`src/rtl/core/rrr_pkg.sv`:
```
`timescale 1ns / 1ps

package rrr_pkg;

    localparam int SIDE_DEF  = 256;
    localparam int Q14_HALF  = 8192;
    localparam int TRIG_W    = 16;
    localparam int ROM_LAST  = 90;

    // Divisors (2n)(2n+1) of the Taylor terms, n = 1..8.
    localparam logic [8:1][63:0] TAYLOR_DIV = {
        64'd272, 64'd210, 64'd156, 64'd110, 64'd72, 64'd42, 64'd20, 64'd6
    };

    typedef logic [ROM_LAST:0][TRIG_W-1:0] sine_table_t;

    typedef enum logic [2:0] {
        ST_CLEAR,
        ST_IDLE,
        ST_TRIG,
        ST_MUL,
        ST_ROW,
        ST_WALK,
        ST_READ
    } state_t;

    // Commands from the sequencer to the point unit.
    typedef struct packed {
        logic load_trig;
        logic load_mul;
        logic load_row;
        logic col_step;
        logic row_step;
    } pu_cmd_t;

    // Quarter-wave sine in Q2.14, round-half-up of a Q30 Taylor series.
    function automatic sine_table_t build_sine();
        sine_table_t tbl;
        logic [63:0] x;
        logic [63:0] x2;
        logic [63:0] term;
        logic [63:0] sum;
        logic [63:0] rnd;
        tbl = '0;
        for (int k = 0; k <= ROM_LAST; k++) begin
            x    = (64'(k) * 64'd3373259426 + 64'd90) / 64'd180;
            x2   = (x * x) >> 30;
            term = x;
            sum  = x;
            for (int n = 1; n <= 8; n++) begin
                term = ((term * x2) >> 30) / TAYLOR_DIV[n];
                if ((n % 2) == 1) begin
                    sum = sum - term;
                end
                else begin
                    sum = sum + term;
                end
            end
            rnd    = (sum + 64'd32768) >> 16;
            tbl[k] = rnd[TRIG_W-1:0];
        end
        return tbl;
    endfunction

    localparam sine_table_t SINE_ROM = build_sine();

    // Full-circle sine for an angle already reduced below 360.
    function automatic logic signed [TRIG_W-1:0] sin_q14(input logic [8:0] a);
        logic [8:0] m;
        logic       neg;
        if (a < 9'd90) begin
            m   = a;
            neg = 1'b0;
        end
        else if (a < 9'd180) begin
            m   = 9'd180 - a;
            neg = 1'b0;
        end
        else if (a < 9'd270) begin
            m   = a - 9'd180;
            neg = 1'b1;
        end
        else begin
            m   = 9'd360 - a;
            neg = 1'b1;
        end
        return neg ? -$signed(SINE_ROM[m[6:0]]) : $signed(SINE_ROM[m[6:0]]);
    endfunction

endpackage

```
`src/rtl/core/rrr_point_unit.sv`:
```
`timescale 1ns / 1ps

module rrr_point_unit #(
    parameter int SIDE = rrr_pkg::SIDE_DEF
) (
    input  logic                    clk,
    input  logic [8:0]              angle,
    input  logic [3:0]              half,
    input  logic [7:0]              radius,
    input  rrr_pkg::pu_cmd_t        cmd,
    output logic [$clog2(SIDE)-1:0] pix_x,
    output logic [$clog2(SIDE)-1:0] pix_y,
    output logic                    on_canvas
);

    import rrr_pkg::*;

    localparam int CW     = $clog2(SIDE);
    localparam int POS_W  = ((CW > 8) ? CW : 8) + 16;
    localparam int XI_W   = POS_W - 14;
    localparam int MUL_W  = 9 + TRIG_W;
    localparam logic signed [POS_W-1:0] CENTRE = POS_W'(SIDE * Q14_HALF);
    localparam logic signed [POS_W-1:0] HALF_Q = POS_W'(Q14_HALF);
    localparam logic signed [XI_W-1:0]  SIDE_S = XI_W'(SIDE);

    logic signed [TRIG_W-1:0] sa_reg, ca_reg;
    logic signed [POS_W-1:0]  m_rs_reg, m_hc_reg, m_rc_reg, m_hs_reg;
    logic signed [POS_W-1:0]  row_x_reg, row_y_reg, cur_x_reg, cur_y_reg;

    logic [8:0]               a_red, b_sum, b_red;
    logic signed [MUL_W-1:0]  p_rs, p_hc, p_rc, p_hs;
    logic signed [POS_W-1:0]  sa_ext, ca_ext;
    logic signed [POS_W-1:0]  nrow_x, nrow_y;
    logic signed [POS_W-1:0]  rnd_x, rnd_y;
    logic signed [XI_W-1:0]   xi, yi;

    always_comb
    begin
        a_red = (angle >= 9'd360) ? angle - 9'd360 : angle;
        b_sum = a_red + 9'd90;
        b_red = (b_sum >= 9'd360) ? b_sum - 9'd360 : b_sum;
    end

    assign p_rs = $signed({1'b0, radius}) * sa_reg;
    assign p_rc = $signed({1'b0, radius}) * ca_reg;
    assign p_hc = $signed({5'b0, half}) * ca_reg;
    assign p_hs = $signed({5'b0, half}) * sa_reg;

    assign sa_ext = POS_W'(sa_reg);
    assign ca_ext = POS_W'(ca_reg);

    // Row start: the row seed for init, else move one row inward.
    always_comb
    begin
        if (cmd.load_row)
        begin
            nrow_x = CENTRE + m_rs_reg - m_hc_reg;
            nrow_y = CENTRE - m_hs_reg - m_rc_reg;
        end
        else
        begin
            nrow_x = row_x_reg - sa_ext;
            nrow_y = row_y_reg + ca_ext;
        end
    end

    always_ff @(posedge clk)
    begin
        if (cmd.load_trig)
        begin
            sa_reg <= sin_q14(a_red);
            ca_reg <= sin_q14(b_red);
        end
        if (cmd.load_mul)
        begin
            m_rs_reg <= POS_W'(p_rs);
            m_hc_reg <= POS_W'(p_hc);
            m_rc_reg <= POS_W'(p_rc);
            m_hs_reg <= POS_W'(p_hs);
        end
        if (cmd.load_row || cmd.row_step)
        begin
            row_x_reg <= nrow_x;
            row_y_reg <= nrow_y;
            cur_x_reg <= nrow_x;
            cur_y_reg <= nrow_y;
        end
        else if (cmd.col_step)
        begin
            cur_x_reg <= cur_x_reg + ca_ext;
            cur_y_reg <= cur_y_reg + sa_ext;
        end
    end

    // Round half up: arithmetic shift gives a true floor.
    assign rnd_x = cur_x_reg + HALF_Q;
    assign rnd_y = cur_y_reg + HALF_Q;
    assign xi    = rnd_x[POS_W-1:14];
    assign yi    = rnd_y[POS_W-1:14];

    assign on_canvas = !xi[XI_W-1] && !yi[XI_W-1] && (xi < SIDE_S) && (yi < SIDE_S);
    assign pix_x     = xi[CW-1:0];
    assign pix_y     = yi[CW-1:0];

endmodule

```
`config.mk`:
```
export PLATFORM = sky130hd
export DESIGN_NAME = rrr_point_unit
export DESIGN_NICKNAME = d
export VERILOG_FILES = /design/src/rtl/core/rrr_pkg.sv /design/src/rtl/core/rrr_point_unit.sv
export SDC_FILE = /design/constraint.sdc
export NUM_CORES = 2
export LEC_CHECK = 0
export BUFFER_PORTS_ARGS = -buffer_cell sky130_fd_sc_hd__buf_2
export CORE_ASPECT_RATIO = 1.1
export CORE_MARGIN = 2
export CORE_UTILIZATION = 60
export CTS_BUF_LIST = sky130_fd_sc_hd__clkbuf_4 sky130_fd_sc_hd__clkbuf_8 sky130_fd_sc_hd__clkbuf_16
export DETAILED_ROUTE_END_ITERATION = 6
export GPL_ROUTABILITY_DRIVEN = 0
export PLACE_DENSITY = 0.81
export SLEW_MARGIN = 0
export SYNTH_ARGS = -nofsm -noshare
export SYNTH_HDL_FRONTEND = slang
export SYNTH_SLANG_ARGS = --single-unit
```
`constraint.sdc`:
```
create_clock -name clk -period 9.1 [get_ports clk]
set_clock_uncertainty 0.2 [all_clocks]
set_input_delay 1.82 -clock clk [delete_from_list [all_inputs] [get_ports clk]]
set_output_delay 1.82 -clock clk [all_outputs]
set_load 0.05 [all_outputs]
```
==> reports/summary.log <==
[status] result of the run finished clean
[clocking] number of sinks handled by clock tree synthesis 218
[cells_and_area] fraction of final layout cells sized beyond drive strength 1 6.72%
[logic_synthesis] post-synthesis async set-or-reset flop share 0%
[grt] largest net degree at the start of global routing 65
[clocking] number of post-CTS setup repair buffers 0
[critical_path] combined buffer and inverter count along the critical path 5
[critical_path] arrival time of the worst setup path 8.77 ns
[critical_path] critical path's top delay family compound AO/OA/AOI/OAI gates
[critical_path] Worst Path Required 9.20 ns
[critical_path] most common cell type on the critical path ha_1
[cells_and_area] net total in the final layout 4,645
[critical_path] critical-path cell with the highest stage delay xor2_2
[clocking] Clock Pin Slew Worst Setup and Hold Paths 0.06 ns
[logic_synthesis] top post-synthesis cells by area edfxtp_1, fa_1, ha_1
[grt] first-pass GRT wire length 142,000 um
[cells_and_area] post-route insts no fill 4,721
[critical_path] internal reg-to-reg setup slack 1.96 ns
[critical_path] delay contributed by the slowest stage of the critical path 0.70 ns
[critical_path] kind of capture point of the worst setup path flop
[timing] Tightest Pin Transition 0.967 ns
[grt] total track usage 29.6%
[clocking] hold buffer count at cts 0
[timing] final-report setup violation count 0
[clocking] Clock Tree Buf Depth 3
[route] drc violations 0
[cells_and_area] Layout area overhead 5.34%
[critical_path] category of the most critical setup path in -> reg
[job] # Max-Cap Violations 0
[timing] final hold violations 0
[placement] number of placed cells counting well taps 4,672
[route] number of design-rule violations left by the first detailed-router iteration 2,480
[logic_synthesis] EDFF count, synth 218
[route] Vias 28,800
[logic_synthesis] synthesized flop and latch total 218
[grt] number of antenna violations at the first check in global routing 2
[route] length of the first detailed-routing pass in iterations 7
[timing] worst slew slack as a fraction of its limit 35.5%
[timing] Final Max Tran Viols 0
[grt] vias in the first global route 29,300
[route] Antenna Violating Nets Remaining 0
[logic_synthesis] cell count after synthesis 3,993
[route] Routed wire per std cell 18.3 um
[hold_path] path type of the worst min-delay path reg -> reg
[logic_synthesis] count of different cell masters after synthesis 119
[clocking] number of H-tree branching levels 1
[die] die boundary width 231 um
[clocking] root buffer selected by CTS clkbuf_16
[clocking] clock insertion delay at the later pin of the skew report 0.57 ns
[logic_synthesis] syn_nets 4,682
[die] count of boundary I/O pins 44
[clocking] TritonCTS clock tree built
[logic_synthesis] count of warnings emitted by yosys 0
[timing] max frequency 0.115 GHz
[grt] remaining global-route overflow 0
[placement] placed wire-length estimate 63,800 um
[clocking] number of buffers created by CTS 26
[die] overall die area 0.0588 mm^2
[logic_synthesis] post-synth design cell area 0.0341 mm^2
[critical_path] Critical Path Fanout Max 13
[die] site row count 91
[die] Die Height 254 um
[die] core footprint 0.0561 mm^2
[critical_path] startpoint class of the critical path input pin
[timing] post-layout minimum cycle time 8.67 ns
[logic_synthesis] area share of the leading cell type in the synthesized netlist 19.2%
[logic_synthesis] cell taking the most area after synthesis edfxtp_1
[logic_synthesis] syn avg cell area 8.55 um^2
[logic_synthesis] dominant synthesized flop cell edfxtp_1
[logic_synthesis] sequential cell area fraction in the yosys report 19.2%
[timing] RSZ-0062 raised after global routing no
[route] via density per instance 6.09
[timing] final critical-path share of the clock period 95.3%
[route] overall routed net length 86,400 um
[die] Initial Util 60.8%
[timing] Post-Route Setup TNS 0 ns
[placement] count of buffers from port buffering 43
[cells_and_area] fill cell count 4,522
==> synth_stat cells, types with 10 or more instances <==
library cell    n
nor3_1         65
o21bai_1       38
o21ai_0       199
o211ai_1       18
xnor2_1       185
buf_2          28
nor2_1        246
o21a_1         20
clkbuf_1      124
a211o_1        13
a21oi_1       238
o31ai_1        36
o221ai_1       11
and3_1         10
nand4_1        11
fa_1          272
o21ai_1        13
ha_1          390
or3_1          13
and2_1        264
mux2i_1        17
a211oi_1       25
nor2b_1        26
nand3_1        57
xor2_1         51
inv_1         624
nand2_1       364
a221oi_1       14
a31oi_1        27
mux2_2         14
nand2b_1       28
a21o_1         31
edfxtp_1      218
buf_1          17
a21boi_0       42
==> final timing paths <==
kind,start,end,cells after the start
worst max-delay path,angle[4],ca_reg[14]$_DFFE_PP_,33
worst min-delay path,cur_x_reg[0]$_DFFE_PP_,cur_x_reg[0]$_DFFE_PP_,3
worst max register to register,sa_reg[6]$_DFFE_PP_,m_rs_reg[22]$_DFFE_PP_,28
worst min register to register,cur_x_reg[0]$_DFFE_PP_,cur_x_reg[0]$_DFFE_PP_,3
==> cell type report <==
| type | instances | area [um^2] | area share, % |
|---|---|---|---|
| Antenna cell | 1 | 2.50 | 0.00696 |
| Clock buffer | 27 | 676 | 1.88 |
| Clock inverter | 21 | 183 | 0.508 |
| Inverter | 632 | 2380 | 6.61 |
| Multi-Input combinational cell | 2956 | 24400 | 67.9 |
| Sequential cell | 218 | 6550 | 18.2 |
| Tap cell | 744 | 931 | 2.59 |
| Timing Repair Buffer | 122 | 823 | 2.29 |
==> worst register-to-register path, delay by kind of cell, from the launching register on <==
kind	cells	cell delay, ns
DFF	1	0.88
adders and majority gates	5	2.09
buffers and inverters	3	0.14
xor gates and xnor gates	1	0.11
and+or+nand+nor	5	0.61
AOI/OAI and AO/OA	14	2.86
==> routing by layer <==
layer / vias to the layer above / wire length, um / global-route usage, %
li1: 13300 / - / -
met5: - / 0 / 0
met2: 1233 / 43600 / 54.2
met1: 13800 / 32500 / 34.3
met4: 0 / 3980 / 13.7
met3: 370 / 6310 / 3.74
==> logic make-up (layout without fill, tap and decap cells) <==
| kind of cell | count (synthesis) | after routing | synth area share, % |
|---|---|---|---|
| AND/OR/NAND/NOR | 1142 | 1142 | 16.4 |
| XOR/XNOR | 240 | 240 | 6.33 |
| AO/OA/AOI/OAI | 872 | 872 | 16.9 |
| multiplexers | 40 | 40 | 1.42 |
| flip-flops | 218 | 218 | 19.2 |
| adder cells (fa/ha/maj) | 662 | 662 | 30.3 |
| buffers and inverters | 819 | 802 | 9.49 |
| other | 0 | 1 | 0 |
==> timing repair <==
item,CTS,global route
hold endpoints to repair,0,0
setup endpoints to repair,0,1
gates resized for setup,0,2
==> stage by stage <==
stage	util [%]	hold slack, ns	instance area, um^2	setup WS, ns
2_1_floorplan	-	0.394	34100	0.0391
3_3_place_gp	62.5	0.408	35100	0.119
3_5_place_dp	62.5	0.432	35100	-0.0429
4_1_cts	64.0	0.446	35900	0.514
5_1_grt	64.0	0.479	35900	0.0106
6_report	64.0	0.438	35900	0.427
==> cells in the final DEF, fill, tap and decap left out, types with 9 or more instances in the layout <==
cell,count
nand4_1,11
xnor2_1,183
a21o_1,31
o221ai_1,11
buf_4,79
nand2_1,364
mux2i_1,16
o21ai_1,13
nand3_1,57
a31oi_1,27
o2111ai_1,9
nor2b_1,26
a311oi_1,9
o21bai_1,38
and2_1,264
o21ai_0,198
nand2b_1,28
ha_1,389
nor3_1,65
clkbuf_16,27
and3_1,10
a221oi_1,14
fa_1,272
o22ai_1,9
inv_1,623
a211oi_1,25
a211o_1,13
o21a_1,20
a21oi_1,238
a21boi_0,42
xor2_1,50
nor2_1,245
buf_2,42
o211ai_1,18
or3_1,12
o31ai_1,36
mux2_2,14
edfxtp_1,218
Power is not shown: default switching activity piles up to over one toggle a cycle in this logic, so the estimate is an artifact.
